`src/rtl/biq_pkg.sv`:
```
// biq_pkg: shared types and constants for the stereo biquad filter
// holds the payload structs, the coefficient set and the register map
// no dependencies; used by every file in rtl/
package biq_pkg;

   // bus widths fixed by the interface
   localparam int unsigned SAMPLE_BUS_W = 32;
   localparam int unsigned COEF_W       = 32;
   localparam int unsigned CSR_DATA_W   = 32;
   localparam int unsigned CSR_ADDR_W   = 5;

   // register map, one 32-bit word per coefficient
   typedef enum logic [2:0] {
      REG_B0 = 3'd0,
      REG_B1 = 3'd1,
      REG_B2 = 3'd2,
      REG_A1 = 3'd3,
      REG_A2 = 3'd4
   } biq_reg_type;

   // coefficient reset values, signed with the fraction point at bit 30
   localparam logic signed [COEF_W-1:0] COEF_B0_RST = 32'sd1073740750;
   localparam logic signed [COEF_W-1:0] COEF_B1_RST = -32'sd1306146800;
   localparam logic signed [COEF_W-1:0] COEF_B2_RST = 32'sd572621146;
   localparam logic signed [COEF_W-1:0] COEF_A1_RST = 32'sd1306146800;
   localparam logic signed [COEF_W-1:0] COEF_A2_RST = -32'sd572621146;

   // one shared coefficient set
   typedef struct packed {
      logic signed [COEF_W-1:0] b0;
      logic signed [COEF_W-1:0] b1;
      logic signed [COEF_W-1:0] b2;
      logic signed [COEF_W-1:0] a1;
      logic signed [COEF_W-1:0] a2;
   } biq_coef_type;

   // input frame
   typedef struct packed {
      logic signed [SAMPLE_BUS_W-1:0] left_in;
      logic signed [SAMPLE_BUS_W-1:0] right_in;
   } biq_req_type;

   // filtered frame
   typedef struct packed {
      logic signed [SAMPLE_BUS_W-1:0] left_out;
      logic signed [SAMPLE_BUS_W-1:0] right_out;
   } biq_rsp_type;

   // pipeline control shared by both lanes
   typedef struct packed {
      logic adv;    // every stage moves forward
      logic load;   // an input transfer enters stage one
      logic fire;   // the feedback stage produces a result
      logic clear;  // a coefficient write zeroes the histories
   } biq_ctl_type;

endpackage

```
`src/rtl/biq_regs.sv`:
```
// biq_regs: apb-style coefficient register file
// depends on biq_pkg for the register map, reset values and coefficient struct
module biq_regs (
   input  logic                              clock,
   input  logic                              reset,
   input  logic                              csr_psel,
   input  logic                              csr_penable,
   input  logic                              csr_pwrite,
   input  logic [biq_pkg::CSR_ADDR_W-1:0]    csr_paddr,
   input  logic [biq_pkg::CSR_DATA_W-1:0]    csr_pwdata,
   output logic [biq_pkg::CSR_DATA_W-1:0]    csr_prdata,
   output logic                              csr_pready,
   output biq_pkg::biq_coef_type             coef,
   output logic                              clear
);

   biq_pkg::biq_coef_type coef_ff;
   biq_pkg::biq_coef_type coef_in;
   biq_pkg::biq_reg_type  reg_idx;
   logic                  wr_en;
   logic                  hit;

   assign csr_pready = 1'b1;
   assign reg_idx    = biq_pkg::biq_reg_type'(csr_paddr[biq_pkg::CSR_ADDR_W-1:2]);
   assign wr_en      = csr_psel && csr_penable && csr_pwrite;

   // decode and next coefficient values
   always_comb begin
      coef_in = coef_ff;
      hit     = 1'b1;
      case (reg_idx)
         biq_pkg::REG_B0: coef_in.b0 = csr_pwdata;
         biq_pkg::REG_B1: coef_in.b1 = csr_pwdata;
         biq_pkg::REG_B2: coef_in.b2 = csr_pwdata;
         biq_pkg::REG_A1: coef_in.a1 = csr_pwdata;
         biq_pkg::REG_A2: coef_in.a2 = csr_pwdata;
         default:         hit        = 1'b0;
      endcase
   end

   // read mux
   always_comb begin
      case (reg_idx)
         biq_pkg::REG_B0: csr_prdata = coef_ff.b0;
         biq_pkg::REG_B1: csr_prdata = coef_ff.b1;
         biq_pkg::REG_B2: csr_prdata = coef_ff.b2;
         biq_pkg::REG_A1: csr_prdata = coef_ff.a1;
         biq_pkg::REG_A2: csr_prdata = coef_ff.a2;
         default:         csr_prdata = '0;
      endcase
   end

   // coefficient storage
   always_ff @(posedge clock) begin
      if (reset) begin
         coef_ff.b0 <= biq_pkg::COEF_B0_RST;
         coef_ff.b1 <= biq_pkg::COEF_B1_RST;
         coef_ff.b2 <= biq_pkg::COEF_B2_RST;
         coef_ff.a1 <= biq_pkg::COEF_A1_RST;
         coef_ff.a2 <= biq_pkg::COEF_A2_RST;
      end else if (wr_en && hit) begin
         coef_ff <= coef_in;
      end
   end

   assign coef  = coef_ff;
   assign clear = wr_en && hit;

endmodule

```
`config.mk`:
```
export PLATFORM = sky130hd
export DESIGN_NAME = biq_regs
export DESIGN_NICKNAME = d
export VERILOG_FILES = /design/src/rtl/biq_pkg.sv /design/src/rtl/biq_regs.sv
export SDC_FILE = /design/constraint.sdc
export NUM_CORES = 1
export LEC_CHECK = 0
export BUFFER_PORTS_ARGS = -buffer_cell sky130_fd_sc_hd__buf_2
export CORE_ASPECT_RATIO = 0.6
export CORE_UTILIZATION = 50
export DETAILED_ROUTE_END_ITERATION = 7
export PLACE_DENSITY = 0.81
export SETUP_SLACK_MARGIN = 0.5
export SYNTH_ARGS = -nofsm -noshare
export SYNTH_HDL_FRONTEND = slang
export SYNTH_SLANG_ARGS = --single-unit
```
`constraint.sdc`:
```
create_clock -name clock -period 4.8 [get_ports clock]
set_input_delay 0.96 -clock clock [delete_from_list [all_inputs] [get_ports clock]]
set_output_delay 0.96 -clock clock [all_outputs]
set_load 0.02 [all_outputs]
```
==> results.txt <==
Std-Cell Rows - 33
Met1 usage - 39.6%
Placement Cell Area - 8670 µm²
Syn Nets - 810
Sum of negative setup slack - 0 ns
CTS sink cnt - 160
Crit path max fanout - 26
Status - complete, no violations
CTS tree - yes
WL per Instance - 18.8 µm
RSZ-0062 raised after global routing - false
Synth top area share - 43.4%
Global-route wire length before repair - 33100 µm
Pwr dens - 335 nW/µm²
CP peak stage delay - 0.50 ns
Global Route Usage Sum - 28.2%
Total number of vias - 6606
Fraction of registers with async set/reset - 0%
Buffers & Inverters on Critical Path - 3
Post-synthesis cell count - 768
Synthesized flop and latch total - 160
Cts hold-fix bufs - 0
Setup crit end kind - primary output
Period Utilization, post-route - 78.1%
Synth-to-Final Area Change - 26.1%
1st-pass router iterations - 5
Ranking of synthesized cells by area - dfxtp_1 (43%), mux2i_1 (21%), nand2b_1 (8.4%)
GR Util met2 - 44.5%
Largest area contributor in the netlist - dfxtp_1
RD Place Congestion - 0.804
Place WS - 1.07 ns
Setup ws final - 1.05 ns
Slew headroom - 27.9%
Main synth FF type - dfxtp_1
Final min period - 3.75 ns
Crit path cell chain - buf_2 > nor2b_4 > buf_4 > a22oi_1 > o22ai_1 > buf_2
Final Cell Area - 9310 µm²
WP data arrival - 2.79 ns
Inserted Clock Buffers - 17
Mean number of vias per cell - 5.63
Post-DP HPWL - 14900 µm
WP data required - 3.84 ns
Hold WC Path Type - flip-flop to flip-flop
CP Class - input port to primary output
Max-slew violations - 0
Count of final setup violators - 0
Layout cells sized above 1 - 32.5%
Drt drc - 0
Core area - 14000 µm²
1st-iter DRT viols - 489
M3 GR Usage - 6.42%
Later-pin clock latency in the skew report - 0.40 ns
Final hold vios - 0
H-tree depth - 4
Initial Utilization - 52.6%
Vias in the first global route - 5756
Synth unique cells - 28
Final Core Density - 66.3%
Static leakage - 4.35 nW
Syn avg cell area - 9.62 µm²
CTS Root Cell - clkbuf_16
Die Width - 159 µm
Critical path's top delay family - buffers and inverters
FMAX - 267 MHz
Num ports - 236
Ys Warns - 0
Diode count - 0
FF/Latch Area - 3200 µm²
EDFF count, synth - 0
Setup Buffers After CTS - 0
Area of the multi-input gates - 3900 µm²
Worst clock skew - 0 ns
Nets@finish - 1011
Antenna Nets Post-Route - 0
Total gr overflow - 0
Fillers - 1143
Die H - 96.1 µm
Post-CTS resize count - 0
Initial antenna violation count - 1
Slew of the pin with the lowest slew margin - 1.08 ns
Setup crit start kind - input port
Final total power - 0.00312 W
Buffers on Ports - 232
Reg clk slew, reported paths - 0.06 ns
Syn Std Cell Area - 7390 µm²
DRT Wirelength - 22000 µm
Clock buffer depth - 2
Most used cell along the critical path - buf_2
Slowest stage cell, crit path - buf_2
Worst vdd ir - 0.251 mV
Max-Cap Viols - 0
Largest net degree at the start of global routing - 128
Max reg flops - 160
Die area - 15300 µm²
Sequential area share after synthesis - 43.4%
Grt peak-use layer - met2
[synthesized netlist by cell type (all sizes together) (2+ instances only)]
| cell type | instances |
|---|---|
| nor3b | 2 |
| o22ai | 31 |
| a22oi | 62 |
| buf | 21 |
| o21ai | 7 |
| dfxtp | 160 |
| mux2i | 155 |
| clkbuf | 48 |
| nor2b | 2 |
| nand3 | 9 |
| nand3b | 4 |
| mux2 | 31 |
| nand2b | 99 |
| a21oi | 8 |
| nor2 | 120 |
[per-layer routing]
metal  routed length, µm  share of wire [%]  vias up
met5                   0                  0        -
met4                 101               0.46        0
met3                1740                7.9       12
met2                9670                 44      307
met1               10500                 48     3187
li1                    -                  -     3100
[power by group]
part / internal (W) / total, W / switching, W
Clock: 0.000926 / 0.00148 / 0.000551
Combinational: 0.000113 / 0.000299 / 0.000186
Sequential: 0.00134 / 0.00135 / 0.00000866
[path summary, 6_finish.rpt]
check / startpoint / end / slack, ns / cells after the start
worst max-delay path: csr_paddr[4] / csr_prdata[17] / 1.05 / 6
worst min register to register: coef[97] / coef[97] / 0.49 / 2
worst max register to register: coef[111] / coef[111] / 4.05 / 2
worst min-delay path: coef[97] / coef[97] / 0.49 / 2
[through the flow]
step | hold WS [ns] | instances
CTS | 0.489 | 1173
global route | 0.502 | 1173
global placement | 0.474 | 1142
detailed placement | 0.479 | 1142
floorplan | 0.555 | 768
finish | 0.491 | 1173
[area by class of cell]
class	instances	area share (%)
Tap cell	192	2.58
Inverter	1	0.0403
Multi-Input combinational cell	538	41.8
Sequential cell	160	34.4
Clock buffer	18	4.61
Clock inverter	13	2.26
Timing Repair Buffer	251	14.3
[cells in the final DEF, fill, tap and decap left out, drive strengths merged]
cell type / n
conb: 1
clkinvlp: 2
mux2: 31
o21ai: 7
a21o: 1
nand2b: 99
inv: 4
a21oi: 8
and3: 1
buf: 251
nand3b: 4
dfxtp: 160
clkinv: 3
nor2: 120
or3: 1
bufinv: 5
and4b: 1
clkbuf: 18
nor2b: 2
mux2i: 155
or2: 1
o22ai: 31
nand2: 1
nand3: 9
nor3b: 2
a22oi: 62
nand4b: 1
[worst register-to-register path: cells and delay by family, from the launching register on]
kind,cells,cell delay (ns)
flip-flops,1,0.34
AND/OR/NAND/NOR,1,0.16
multiplexers,1,0.11
[kinds of logic after synthesis]
logic type / count (synthesis) / synth area share (%)
AO/OA/AOI/OAI: 109 / 10.0
buffers and inverters: 70 / 4.30
flip-flops: 160 / 43.4
multiplexers: 186 / 25.7
other: 1 / 0.0508
AND/OR/NAND/NOR: 242 / 16.5
No activity file was read; power rests on OpenSTA's default activity.
