<file path="src/rtl/biq_pkg.sv">
// biq_pkg: shared types and constants for the stereo biquad filter
// holds the payload structs, the coefficient set and the register map
// no dependencies; used by every file in rtl/
package biq_pkg;

   // bus widths fixed by the interface
   localparam int unsigned SAMPLE_BUS_W = 32;
   localparam int unsigned COEF_W       = 32;
   localparam int unsigned CSR_DATA_W   = 32;
   localparam int unsigned CSR_ADDR_W   = 5;

   // register map, one 32-bit word per coefficient
   typedef enum logic [2:0] {
      REG_B0 = 3'd0,
      REG_B1 = 3'd1,
      REG_B2 = 3'd2,
      REG_A1 = 3'd3,
      REG_A2 = 3'd4
   } biq_reg_type;

   // coefficient reset values, signed with the fraction point at bit 30
   localparam logic signed [COEF_W-1:0] COEF_B0_RST = 32'sd1073740750;
   localparam logic signed [COEF_W-1:0] COEF_B1_RST = -32'sd1306146800;
   localparam logic signed [COEF_W-1:0] COEF_B2_RST = 32'sd572621146;
   localparam logic signed [COEF_W-1:0] COEF_A1_RST = 32'sd1306146800;
   localparam logic signed [COEF_W-1:0] COEF_A2_RST = -32'sd572621146;

   // one shared coefficient set
   typedef struct packed {
      logic signed [COEF_W-1:0] b0;
      logic signed [COEF_W-1:0] b1;
      logic signed [COEF_W-1:0] b2;
      logic signed [COEF_W-1:0] a1;
      logic signed [COEF_W-1:0] a2;
   } biq_coef_type;

   // input frame
   typedef struct packed {
      logic signed [SAMPLE_BUS_W-1:0] left_in;
      logic signed [SAMPLE_BUS_W-1:0] right_in;
   } biq_req_type;

   // filtered frame
   typedef struct packed {
      logic signed [SAMPLE_BUS_W-1:0] left_out;
      logic signed [SAMPLE_BUS_W-1:0] right_out;
   } biq_rsp_type;

   // pipeline control shared by both lanes
   typedef struct packed {
      logic adv;    // every stage moves forward
      logic load;   // an input transfer enters stage one
      logic fire;   // the feedback stage produces a result
      logic clear;  // a coefficient write zeroes the histories
   } biq_ctl_type;

endpackage

</file>
<file path="src/rtl/biq_merge.sv">
// biq_merge: joins both lane results into one output frame register
// sign-extends each channel to the bus width; depends on biq_pkg
module biq_merge #(
   parameter int unsigned SAMPLE_WIDTH = 32
) (
   input  logic                              clock,
   input  logic                              reset,
   input  logic                              in_valid,
   input  logic signed [SAMPLE_WIDTH-1:0]    y_left,
   input  logic signed [SAMPLE_WIDTH-1:0]    y_right,
   output logic                              adv,
   output logic                              rsp_valid,
   input  logic                              rsp_stall,
   output biq_pkg::biq_rsp_type              rsp_data
);

   logic                  rsp_valid_ff, rsp_valid_in;
   biq_pkg::biq_rsp_type  rsp_data_ff, rsp_data_in;

   // the register frees up when empty or when its frame is taken
   assign adv = !rsp_valid_ff || !rsp_stall;

   always_comb begin
      rsp_valid_in          = adv ? in_valid : rsp_valid_ff;
      rsp_data_in.left_out  = biq_pkg::SAMPLE_BUS_W'(y_left);
      rsp_data_in.right_out = biq_pkg::SAMPLE_BUS_W'(y_right);
   end

   // output frame register
   always_ff @(posedge clock) begin
      if (reset) begin
         rsp_valid_ff <= 1'b0;
      end else begin
         rsp_valid_ff <= rsp_valid_in;
      end
   end

   always_ff @(posedge clock) begin
      if (adv && in_valid) begin
         rsp_data_ff <= rsp_data_in;
      end
   end

   assign rsp_valid = rsp_valid_ff;
   assign rsp_data  = rsp_data_ff;

endmodule

</file>
<file path="config.mk">
export PLATFORM = sky130hd
export DESIGN_NAME = biq_merge
export DESIGN_NICKNAME = d
export VERILOG_FILES = /design/src/rtl/biq_pkg.sv /design/src/rtl/biq_merge.sv
export SDC_FILE = /design/constraint.sdc
export NUM_CORES = 1
export LEC_CHECK = 0
export ABC_AREA = 0
export BUFFER_PORTS_ARGS = -buffer_cell sky130_fd_sc_hd__buf_2
export CORE_ASPECT_RATIO = 1.25
export CORE_MARGIN = 3
export CORE_UTILIZATION = 30
export DETAILED_ROUTE_END_ITERATION = 12
export GPL_TIMING_DRIVEN = 0
export PLACE_DENSITY = 0.71
export SYNTH_ARGS = -nofsm -noshare
export SYNTH_HDL_FRONTEND = slang
export SYNTH_SLANG_ARGS = --single-unit
</file>
<file path="constraint.sdc">
create_clock -name clock -period 2.09 [get_ports clock]
set_input_delay 0.209 -clock clock [delete_from_list [all_inputs] [get_ports clock]]
set_output_delay 0.209 -clock clock [all_outputs]
set_load 0.005 [all_outputs]
</file>
==> out/results.txt, run 1 <==
The synthesized design contains 65 register bits. For this design the top-level I/O count stands at 134. The run gives 32 as the row count. In this run the number of cells on the critical path is 2.

Leaving out fill and tap cells, the most frequent cells in the layout are sky130_fd_sc_hd__buf_2 (133), sky130_fd_sc_hd__edfxtp_1 (64), sky130_fd_sc_hd__clkbuf_8 (9). CTS placed an instance of sky130_fd_sc_hd__clkbuf_8 at the clock tree root. The critical path starts at rsp_valid. In this run the critical register-to-register path is launched from rsp_valid.

The analysis attributes to net switching a power of 0.499 mW. The run gives 0.662 as the weighted congestion at the end of routability-driven global placement. After global routing the overflow that remains totals 0.

The smallest setup slack after layout came out at 0.620 ns. For met2 alone, demand over resource in global routing was 16.9%. The detailed router finished its first iteration with 39 violations. Of the total synthesized cell area, the portion taken by full adders, half adders and majority gates is 0%. The horizontal die dimension works out to 78.3 um. The sequential-to-total area share from yosys stat is 99.0%. The cell-internal power is 2.01 mW, and the pin count of the biggest net entering global routing is 65.

On the worst path, the slowest cell contributes a delay of 0.65 ns. Combinational logic burns 7.0% of the power. The tools report the total of cells resized after clock tree synthesis as 0. The ratio of routed vias to standard cells works out to 4.03. In the global route stage, met1 resource usage came out at 12.3%.

Counting distinct cell types in the post-synthesis netlist gives 6. The die covers 0.00755 mm^2. Per report_power, the sequential group accounts for 61.3% of the total. The number of nets handed over by synthesis was 137. Class of the tightest hold or removal check: primary input to register. The kind of critical path is register to register. The endpoint identified for the worst register-to-register timing path is rsp_data[46]. The layer with the highest usage is met2. The final count of pins violating max slew is 0, and the max capacitance violation total is 0. Together, buffers and inverters on the worst path number 0. The flow ran to the end, and the final reports show no timing, DRC or antenna violations.

The family with the most delay on the worst path was simple AND/OR/NAND/NOR gates. In the final routed layout, each cell accounts on average for 13.7 um. The tools report the detailed-route DRC error count as 0. The critical path endpoint was rsp_data[46]. The run gives 0 as the synthesis warning total. The type of element launching the critical path was a register. The main combinational cell family by area after synthesis is simple AND/OR/NAND/NOR gates.

The maximum number of buffers from clock root to sink is 2. The logs give 0.151 ns for the worst setup slack before clock tree synthesis and 0.32 ns for the clock network latency to the later pin of the worst-skew pair. The kind of end point of the critical path was a register. The number of antenna diodes is 0, and the die height is 96.4 um. Gate count of the mapped netlist: 69. The most area-hungry cell type in the Yosys netlist is sky130_fd_sc_hd__edfxtp_1. The H-tree was split into 3 levels.

The worst-case IR drop observed on VDD is 0.000488 V. Timing would allow up to 0.680 GHz. The run gives 65 as the number of clock sinks. After routing, the total negative slack on setup checks comes to 0 ns. Along the worst path, the maximum fanout reaches 64. After synthesis the cells add up to 0.00196 mm^2. The final net count is 281, and the synthesized area per cell is 28.4 um^2. Leakage power of the design: 1.23 nW.

The switching power as a share of total power is 19.9%, and the required time of the critical path is 2.03 ns. Area fraction in compound gates after synthesis: 0.255%. Before antenna repair, the detailed router went through 4 iterations. For the wire length after detailed routing, the log shows 4.10 mm. For the number of hold violations in the final report, the log shows 0. Once the clock tree was built, the setup fixing pass inserted 0 buffers. The final period demand of the worst path is 1.47 ns. TritonCTS built the clock tree. Dividing the final minimum period by the clock period gives 70.4%. In the global route stage, met3 resource usage came out at 4.82%. At the pin with the least slew margin, the transition time is 0.791 ns. Clock tree synthesis inserted a total of 9 buffers.

The fraction of final layout cells sized beyond drive strength 1 came out at 66.5%. The worst register-to-register path has a setup slack of 0.62 ns. After Yosys synthesis, XOR and XNOR cells account for 0% of the synthesized area.

Setup violations remaining at the end of the flow were counted as 0. Ranked by total cell area, the synthesized netlist is headed by sky130_fd_sc_hd__edfxtp_1 (98%), sky130_fd_sc_hd__dfxtp_1 (1.0%), sky130_fd_sc_hd__and2_1 (0.32%). Leaving out fill and tap cells, the most frequent cell in the layout is sky130_fd_sc_hd__buf_2.

The clock-pin transition on the worst setup and hold timing paths is 0.06 ns, and the number of cells on the worst reg-to-reg path is 2. The layout overhead on the synthesized area is 46.6%. The count of buffers added on input and output ports is 133. The first global-routing pass estimated 5.97 mm of wire. The global router's overall resource usage was 10.9%.

The number of global-route vias before repair came out at 1243. Once detail routing completed, the nets flagged for antenna violations numbered 0. At the worst endpoint, the arrival time is 1.41 ns. The logs give 1208 for the via count and 0 for the hold-fix buffer count after cts. The mux contribution to synthesized area works out to 0%. In this run the biggest area consumer among cell types represents 98.0% of the synthesized area.

Summing the areas of all and, or, nand and nor instances in the mapped netlist gives 0.702% of the synthesized area. For this configuration, the core starts out at a cell density of 31.4%. The run gives 0.00715 ns as the setup clock skew after layout. Setup repair after global routing left no endpoint under its margin. The initial antenna violation count was 0; the relative contribution of the clock network to total power was 31.7%.

For the area of the core region, the log shows 0.00625 mm^2. The signal on the critical path passes through nand2_1, and2_4. The worst hold-check slack was 0.0378 ns. Slowest stage cell on the critical path: sky130_fd_sc_hd__and2_4.

Dividing total power by cell area gives a power density of 874 mW/mm^2. Measured against its own limit, the worst slew margin works out to 47.3%.
==> cell type report <==
| cell class | instances | area [um^2] |
|---|---|---|
| clock buffers | 10 | 128 |
| clock inverters | 3 | 11.3 |
| fillers | 574 | 3370 |
| multi-input cells | 4 | 21.3 |
| flip-flops and latches | 65 | 1940 |
| well taps | 85 | 106 |
| repair buffers | 133 | 666 |
==> worst min-delay path by stage <==
stage	end	slack [ns]	cells after the start	startpoint
2_1_floorplan	rsp_valid	0.28	1	reset
3_3_place_gp	rsp_valid	0.37	2	reset
3_5_place_dp	rsp_valid	0.37	2	reset
4_1_cts	rsp_valid	0.01	2	reset
5_1_grt	rsp_valid	0.02	2	reset
6_report	rsp_valid	0.04	2	reset
==> kinds of logic (layout without fill, tap and decap cells) <==
logic type / Yosys count / count (layout)
flops: 65 / 65
buf+inv: 0 / 146
simple gates: 3 / 3
compound gates: 1 / 1
==> cell usage after synthesis, drive strengths merged <==
| cell type | n |
|---|---|
| dfxtp | 1 |
| nor2 | 1 |
| edfxtp | 64 |
| and2 | 1 |
| a21oi | 1 |
| nand2 | 1 |
==> through the flow <==
step	utilization [%]	power [mW]	cell area [um^2]	instances
2_1_floorplan	-	1.61	1960	69
3_3_place_gp	43.8	1.74	2730	287
3_5_place_dp	43.8	1.75	2730	287
4_1_cts	46.0	2.56	2870	300
5_1_grt	46.0	2.63	2870	300
6_report	46.0	2.51	2870	300
==> power by group through the flow <==
stage | clock (mW) | sequential, mW | combinational [mW]
floorplan | 0 | 1.58 | 0.0247
global placement | 0 | 1.57 | 0.176
detailed placement | 0 | 1.57 | 0.181
CTS | 0.836 | 1.54 | 0.181
global route | 0.891 | 1.55 | 0.196
finish | 0.796 | 1.54 | 0.176
==> per-layer routing <==
layer / wire length (um) / up-vias / part of all wire (%)
li1: - / 560 / -
met1: 1490 / 560 / 36
met2: 2090 / 81 / 51
met3: 455 / 7 / 11
met5: 0 / - / 0
met4: 62 / 0 / 1.5
==> state kept, by name, indices dropped and copies added (netlist names) <==
signal     cells
rsp_data      64
rsp_valid      1
Power figures use the tool's default switching activity.
==> run 2: changes to the inputs <==
--- a/config.mk
+++ b/config.mk
@@ -12,7 +12,7 @@
 export CORE_UTILIZATION = 30
 export DETAILED_ROUTE_END_ITERATION = 12
 export GPL_TIMING_DRIVEN = 0
-export PLACE_DENSITY = 0.71
+export PLACE_DENSITY = 0.69
 export SYNTH_ARGS = -nofsm -noshare
 export SYNTH_HDL_FRONTEND = slang
 export SYNTH_SLANG_ARGS = --single-unit
==> constraint.sdc (replaced) <==
create_clock -name clock -period 1.4 [get_ports clock]
set_input_delay 0.14 -clock clock [delete_from_list [all_inputs] [get_ports clock]]
set_output_delay 0.14 -clock clock [all_outputs]
set_load 0.005 [all_outputs]
==> run 2 against run 1 <==
Net effect: register-to-register slack worse by 0.45 ns; utilization is 11 points higher; cell count is 23% higher; critical path depth stayed put; sequential share of layout area is 13 points lower; worst hold slack better by 0.026 ns; largest power group unchanged; non-clock buffer count is 65 higher.
==> out/results.txt, run 2 (synthesized netlist as in run 1, its figures left out) <==
Library cell used as clock root buffer: sky130_fd_sc_hd__clkbuf_8 (unchanged). The horizontal die dimension is 78.3 um (unchanged). The routed length per instance is 14.9 um (was 13.7 um).

The total CTS buffers is 9 (unchanged). Layout overhead on the synthesized area: 82.1% (was 46.6%). The final count of pins violating max slew came out at 0 (unchanged). The tools report the number of top-level pins as 134 (unchanged). The number of global-route vias before repair was 1635 (was 1243).

The number of antenna diodes was 0 (unchanged); the final net count was 347 (was 281). The kind of critical path is register to register (unchanged). Cell breakdown of the critical path: nand2_1, and2_4 (unchanged). The logs give 0.813 GHz (was 0.680 GHz) for the maximum frequency from static timing analysis and 0 (unchanged) for the initial antenna violation count.

The area of the core region is 0.00625 mm^2 (unchanged). The via count was 1486 (was 1208). The ratio of routed vias to standard cells was 4.04 (was 4.03).

The number of flip-flops in the largest register is 64 (unchanged). The effective utilization at floorplan came out at 31.4% (unchanged). The total setup violations reported at the end of the flow is 0 (unchanged), and the leakage power of the design is 1.53 nW (was 1.23 nW). The post-layout instance count excluding filler cells came out at 368 (was 300).

Setup repair after global routing left no endpoint under its margin. The number of cells on the worst reg-to-reg path is 2 (unchanged), and the relative slew slack is 71.0% (was 47.3%). The run gives 4 (unchanged) as the first-pass detailed-route iteration total. The most common cell after layout, fill and taps aside was sky130_fd_sc_hd__buf_2 (unchanged).

The run gives 0.32 ns (about the same) as the clock network latency to the later pin of the worst-skew pair. The endpoint of the worst hold-timing path is rsp_valid (unchanged). The maximum level of the CTS H-tree is 3 (unchanged), and the final period demand of the worst path is 1.23 ns (was 1.47 ns). For the number of nets with antenna violations after detailed routing, the log shows 0 (unchanged). The number of port buffers is 133 (unchanged). Worst flop-to-flop path startpoint: rsp_valid (unchanged).

The fraction of the core area covered by cells at the end of the flow is 57.2% (was 46.0%). The tools report the area of the die as 0.00755 mm^2 (unchanged). The class of the tightest hold or removal check is primary input to register (unchanged). The tools report the kind of end point of the critical path as a register (unchanged). The flow ran to the end, and the final reports show no timing, DRC or antenna violations.

The depth of the worst hold-timing path is 3 (was 2), and the die height is 96.4 um (unchanged). Clock-pin transition on the worst setup and hold timing paths: 0.06 ns (about the same). The tools report the type of element launching the critical path as a register (unchanged).

The fraction of final layout cells sized beyond drive strength 1 was 51.9% (was 66.5%). Ratio of final minimum period to clock period: 87.9% (was 70.4%). The number of cells in the design after placement was 287 (unchanged); the critical-path maximum fanout was 32 (was 64). For the row count, the log shows 32 (unchanged).

The max capacitance violation total was 0 (unchanged); the required time of the critical path was 1.38 ns (was 2.03 ns). Start point of the worst min-delay path: rsp_stall (was reset). The weighted congestion at the end of routability-driven global placement is 0.646 (was 0.662). Detailed-route DRC error count: 0 (unchanged). Sum of overflow across all layers after global routing: 0 (unchanged).

The tools report the number of hold violations in the final report as 0 (unchanged). For the wire length after detailed routing, the log shows 5.49 mm (was 4.10 mm). The slowest stage cell on the critical path is sky130_fd_sc_hd__and2_4 (unchanged). The reg-to-reg endpoint is rsp_data[40] (was rsp_data[46]).

The run gives 14.8% (was 10.9%) as the global router's overall resource usage. The data arrival time at the worst-slack endpoint is 1.21 ns (was 1.41 ns), and the reg2reg setup slack is 0.17 ns (was 0.62 ns). Delay of the slowest critical-path stage: 0.43 ns (was 0.65 ns). The tools report the maximum number of buffers from clock root to sink as 2 (unchanged). The slew of the pin with the lowest slew margin was 0.435 ns (was 0.791 ns).

The setup clock skew after layout was 0.00523 ns (was 0.00715 ns). Number of clock sinks: 65 (unchanged). For the global-route wire length before repair, the log shows 7.91 mm (was 5.97 mm). The worst supply voltage drop on vdd is 0.00100 V (was 0.000488 V). TritonCTS built the clock tree.

The detailed router's first-iteration violation count came out at 55 (was 39). The cell area power density came out at 1170 mW/mm^2 (was 874 mW/mm^2). Most frequent cells in the layout: sky130_fd_sc_hd__buf_2 (133), sky130_fd_sc_hd__dlygate4sd3_1 (65), sky130_fd_sc_hd__edfxtp_1 (64) (was sky130_fd_sc_hd__buf_2 (133), sky130_fd_sc_hd__edfxtp_1 (64), sky130_fd_sc_hd__clkbuf_8 (9)).

The pin count of the biggest net entering global routing is 33 (was 65).
==> run 2: changes by cell type in the layout (fill, tap and decap cells not counted), sizes merged <==
cell	previous run	this run
dlygate4sd3	0	65
and2	1	2
bufinv	0	1
clkinv	3	4
==> run 2: area by class of cell <==
cell class,instances,area [um^2]
Clock inverter,5,47.5
Clock buffer,10,128
Timing Repair Buffer,198,1320
Tap cell,85,106
Fill cell,519,2680
Sequential cell,65,1940
Multi-Input combinational cell,5,30.0
==> run 2: worst max path at each step <==
| stage | from | endpoint | slack [ns] | depth (start not counted) |
|---|---|---|---|---|
| after global routing | rsp_valid | rsp_data[0] | 0.09 | 2 |
| after detailed placement | rsp_valid | rsp_data[11] | -0.07 | 2 |
| final | rsp_valid | rsp_data[40] | 0.17 | 2 |
| after CTS | rsp_valid | rsp_data[36] | 0.15 | 2 |
| after global placement | rsp_valid | rsp_data[37] | -0.05 | 2 |
| after floorplan | rsp_valid | rsp_data[0] | 0.07 | 2 |
==> run 2: critical path: cells and delay by family (launching register included) <==
family,cells,cell delay [ns]
flip-flops,1,0.32
AND/OR/NAND/NOR,2,0.54
==> run 2: what timing repair did <==
item	in CTS	in global routing
resized for setup	1	0
hold endpoints to repair	65	0
endpoints found under the setup margin	64	0
hold buffers	65	0
setup buffers	0	0
==> run 2: metrics by stage <==
stage | setup slack (ns) | setup TNS [ns] | area [um^2] | power [mW] | hold WS (ns)
detailed placement | -0.0730 | -4.53 | 2740 | 2.61 | 0.301
CTS | 0.150 | 0 | 3570 | 4.21 | 0.0387
global route | 0.0851 | 0 | 3570 | 4.34 | 0.0720
global placement | -0.0529 | -3.19 | 2740 | 2.60 | 0.301
floorplan | 0.0686 | 0 | 1960 | 2.40 | 0.212
finish | 0.169 | 0 | 3570 | 4.16 | 0.0642
==> run 2: where the power goes <==
group / internal (mW) / switching, mW / total (mW) / leakage (nW)
Clock: 0.795 / 0.646 / 1.44 / 0.0910
Combinational: 0.257 / 0.162 / 0.419 / 0.808
Sequential: 2.27 / 0.0264 / 2.30 / 0.627
Total: 3.33 / 0.834 / 4.16 / 1.53
==> run 2: metal layers <==
metal / global-route usage (%) / routed length [um] / vias up
li1: - / - / 696
met1: 13.9 / 1840 / 708
met2: 28.4 / 3190 / 71
met3: 4.64 / 365 / 11
met4: 7.87 / 95 / 0
met5: 0 / 0 / -
==> run 3: changes to the inputs <==
--- a/config.mk
+++ b/config.mk
@@ -12,6 +12,7 @@
 export CORE_UTILIZATION = 30
 export DETAILED_ROUTE_END_ITERATION = 12
 export GPL_TIMING_DRIVEN = 0
+export MAX_ROUTING_LAYER = met4
 export PLACE_DENSITY = 0.69
 export SYNTH_ARGS = -nofsm -noshare
 export SYNTH_HDL_FRONTEND = slang
==> run 3 against run 2 <==
Net effect: cell count did not move; global-route usage rose by 0.39 points; combinational power barely moved; critical path depth did not move; register-to-register slack barely moved; non-clock buffer count did not move; clock power barely moved; via count rose by 1.0%; utilization did not move; largest cell class unchanged; highest routed layer unchanged.
==> out/results.txt, run 3 (synthesized netlist as in run 1, its figures left out) <==
The run finished with clean final reports. The worst path buffer plus inverter count is 0 (unchanged), and the detailed-route DRC error count is 0 (unchanged). The logs give 0.00755 mm^2 (unchanged) for the area of the die and 4 (unchanged) for the first-pass detailed-route iteration total. The die height is 96.4 um (unchanged), and the switching power as a share of total power is 20.0% (was 20.1%). The run gives 4.16 mW (about the same) as the total power. The reg-to-reg endpoint is rsp_data[40] (unchanged). The clock network latency to the later pin of the worst-skew pair came out at 0.32 ns (about the same).

The number of hold violations in the final report came out at 0 (unchanged). The layout overhead on the synthesized area is 82.1% (unchanged). The tools report the library cell used as clock root buffer as sky130_fd_sc_hd__clkbuf_8 (unchanged).

The cell area power density is 1160 mW/mm^2 (was 1170 mW/mm^2), and the cell-internal power is 3.33 mW (about the same). The number of cells in the design after placement came out at 287 (unchanged). The logs give 32 (unchanged) for the row count and 0 ns (unchanged) for the sum of negative setup slack. The most common cell after layout, fill and taps aside was sky130_fd_sc_hd__buf_2 (unchanged). The tools report the area occupied by multi-input gates as 30.0 um^2 (unchanged).

The run gives 368 (unchanged) as the post-layout instance count excluding filler cells. The final count of pins violating max slew was 0 (unchanged). Maximum level of the CTS H-tree: 3 (unchanged).

The slew of the pin with the lowest slew margin is 0.436 ns (was 0.435 ns), and the number of flip-flops in the largest register is 64 (unchanged). The worst flop-to-flop path startpoint was rsp_valid (unchanged). Cell breakdown of the critical path: nand2_1, and2_4 (unchanged).

The number of global-route vias before repair was 1633 (was 1635). The class of the tightest hold or removal check was primary input to register (unchanged). The number of nets with antenna violations after detailed routing was 0 (unchanged). The logs give 9 (unchanged) for the total CTS buffers and 55.3% (about the same) for the sequential fraction of design power.

The initial antenna violation count was 0 (unchanged); the global-route wire length before repair was 7.89 mm (was 7.91 mm). The horizontal die dimension is 78.3 um (unchanged), and the data arrival time at the worst-slack endpoint is 1.21 ns (about the same). The slowest stage cell on the critical path is sky130_fd_sc_hd__and2_4 (unchanged). TritonCTS built the clock tree. The max capacitance violation total is 0 (unchanged), and the fraction of the core area covered by cells at the end of the flow is 57.2% (unchanged). The number of top-level pins is 134 (unchanged).

The pin count of the biggest net entering global routing came out at 33 (unchanged). The tools report the detailed router's first-iteration violation count as 61 (was 55). The tools report the start point of the worst min-delay path as rsp_stall (unchanged). The leakage power of the design came out at 1.53 nW (unchanged). Most frequent cells in the layout: sky130_fd_sc_hd__buf_2 (133), sky130_fd_sc_hd__dlygate4sd3_1 (65), sky130_fd_sc_hd__edfxtp_1 (64) (unchanged). The routed length per instance is 14.9 um (about the same), and the required time of the critical path is 1.37 ns (was 1.38 ns). The depth of the worst hold-timing path is 3 (unchanged). The number of port buffers is 133 (unchanged). For the area of the core region, the log shows 0.00625 mm^2 (unchanged). The number of cells on the worst reg-to-reg path came out at 2 (unchanged).

Sum of overflow across all layers after global routing: 0 (unchanged). The endpoint of the worst hold-timing path was rsp_valid (unchanged). The wire length after detailed routing was 5.49 mm (about the same). For the count of fill cells added during filler insertion, the log shows 519 (unchanged). The worst supply voltage drop on vdd is 0.00100 V (about the same).

The tools report the kind of end point of the critical path as a register (unchanged). For the sequential cell area in the final layout, the log shows 0.00194 mm^2 (unchanged). The setup clock skew after layout is 0.00565 ns (was 0.00523 ns). The tools report the relative contribution of the clock network to total power as 34.5% (was 34.6%). Global router's overall resource usage: 15.2% (was 14.8%). The total setup violations reported at the end of the flow is 0 (unchanged).

The tools report the maximum number of buffers from clock root to sink as 2 (unchanged). The number of clock sinks was 65 (unchanged); the switching power total was 0.831 mW (was 0.834 mW). The kind of critical path is register to register (unchanged). The combinational cell fraction of total power is 10.1% (about the same), and the ratio of routed vias to standard cells is 4.08 (was 4.04).

The type of element launching the critical path was a register (unchanged). The delay of the slowest critical-path stage came out at 0.44 ns (was 0.43 ns). The ratio of final minimum period to clock period came out at 88.4% (was 87.9%). The number of antenna diodes is 0 (unchanged), and the critical-path maximum fanout is 32 (unchanged). Setup repair after global routing left no endpoint under its margin. The effective utilization at floorplan is 31.4% (unchanged). The final net count was 347 (unchanged); the reg2reg setup slack was 0.16 ns (was 0.17 ns).

The relative slew slack is 71.0% (about the same). The weighted congestion at the end of routability-driven global placement came out at 0.652 (was 0.646). Family with the most delay on the worst path: simple AND/OR/NAND/NOR gates (unchanged).

The final period demand of the worst path was 1.24 ns (was 1.23 ns); the fraction of final layout cells sized beyond drive strength 1 was 51.9% (unchanged). Clock-pin transition on the worst setup and hold timing paths: 0.06 ns (about the same). The tools report the maximum frequency from static timing analysis as 0.808 GHz (was 0.813 GHz).

The tools report the via count as 1501 (was 1486).
[run 3: worst register-to-register path, cell delays in order, from the launching register on]
cell	delay, ns
sky130_fd_sc_hd__dfxtp_1	0.32
sky130_fd_sc_hd__nand2_1	0.11
sky130_fd_sc_hd__and2_4	0.44
[run 3: final cells by class]
type | instances | share of cell area, %
clock buffer | 10 | 3.58
clock inverter | 5 | 1.33
sequential | 65 | 54.4
tap | 85 | 2.98
timing repair buffer | 198 | 36.9
multi-input combinational | 5 | 0.841
[run 3: worst max path at each step]
stage / depth (start not counted) / slack, ns / start / to
2_1_floorplan: 2 / 0.07 / rsp_valid / rsp_data[0]
3_3_place_gp: 2 / -0.05 / rsp_valid / rsp_data[37]
3_5_place_dp: 2 / -0.07 / rsp_valid / rsp_data[11]
4_1_cts: 2 / 0.15 / rsp_valid / rsp_data[36]
5_1_grt: 2 / 0.09 / rsp_valid / rsp_data[0]
6_report: 2 / 0.16 / rsp_valid / rsp_data[40]
[run 3: power groups by stage]
stage          Sequential [mW]  Clock [mW]  Combinational (mW)
2_1_floorplan             2.36           0              0.0382
3_3_place_gp              2.34           0               0.262
3_5_place_dp              2.34           0               0.272
4_1_cts                   2.30        1.48               0.421
5_1_grt                   2.31        1.58               0.456
6_report                  2.30        1.44               0.420
[run 3: per-layer routing]
layer / track usage [%] / vias up / routed length [um] / part of all wire [%]
li1: - / 696 / - / -
met1: 14.4 / 730 / 1880 / 34
met2: 28.4 / 68 / 3250 / 59
met3: 3.80 / 7 / 305 / 5.6
met4: 7.87 / 0 / 55 / 1.0
met5: - / - / 0 / 0
[run 3: metrics by stage]
stage / instance area (um^2) / worst slack [ns] / hold WS (ns)
after global placement: 2740 / -0.0529 / 0.301
after global routing: 3570 / 0.0855 / 0.0720
after floorplan: 1960 / 0.0686 / 0.212
after detailed placement: 2740 / -0.0730 / 0.301
final: 3570 / 0.163 / 0.0665
after CTS: 3570 / 0.150 / 0.0387
[run 3: repair_timing]
item                                    in CTS  in global routing
gates resized for setup                      1                  0
hold buffers                                65                  0
setup buffers                                0                  0
endpoints found under the hold margin       65                  0
endpoints found under the setup margin      64                  0
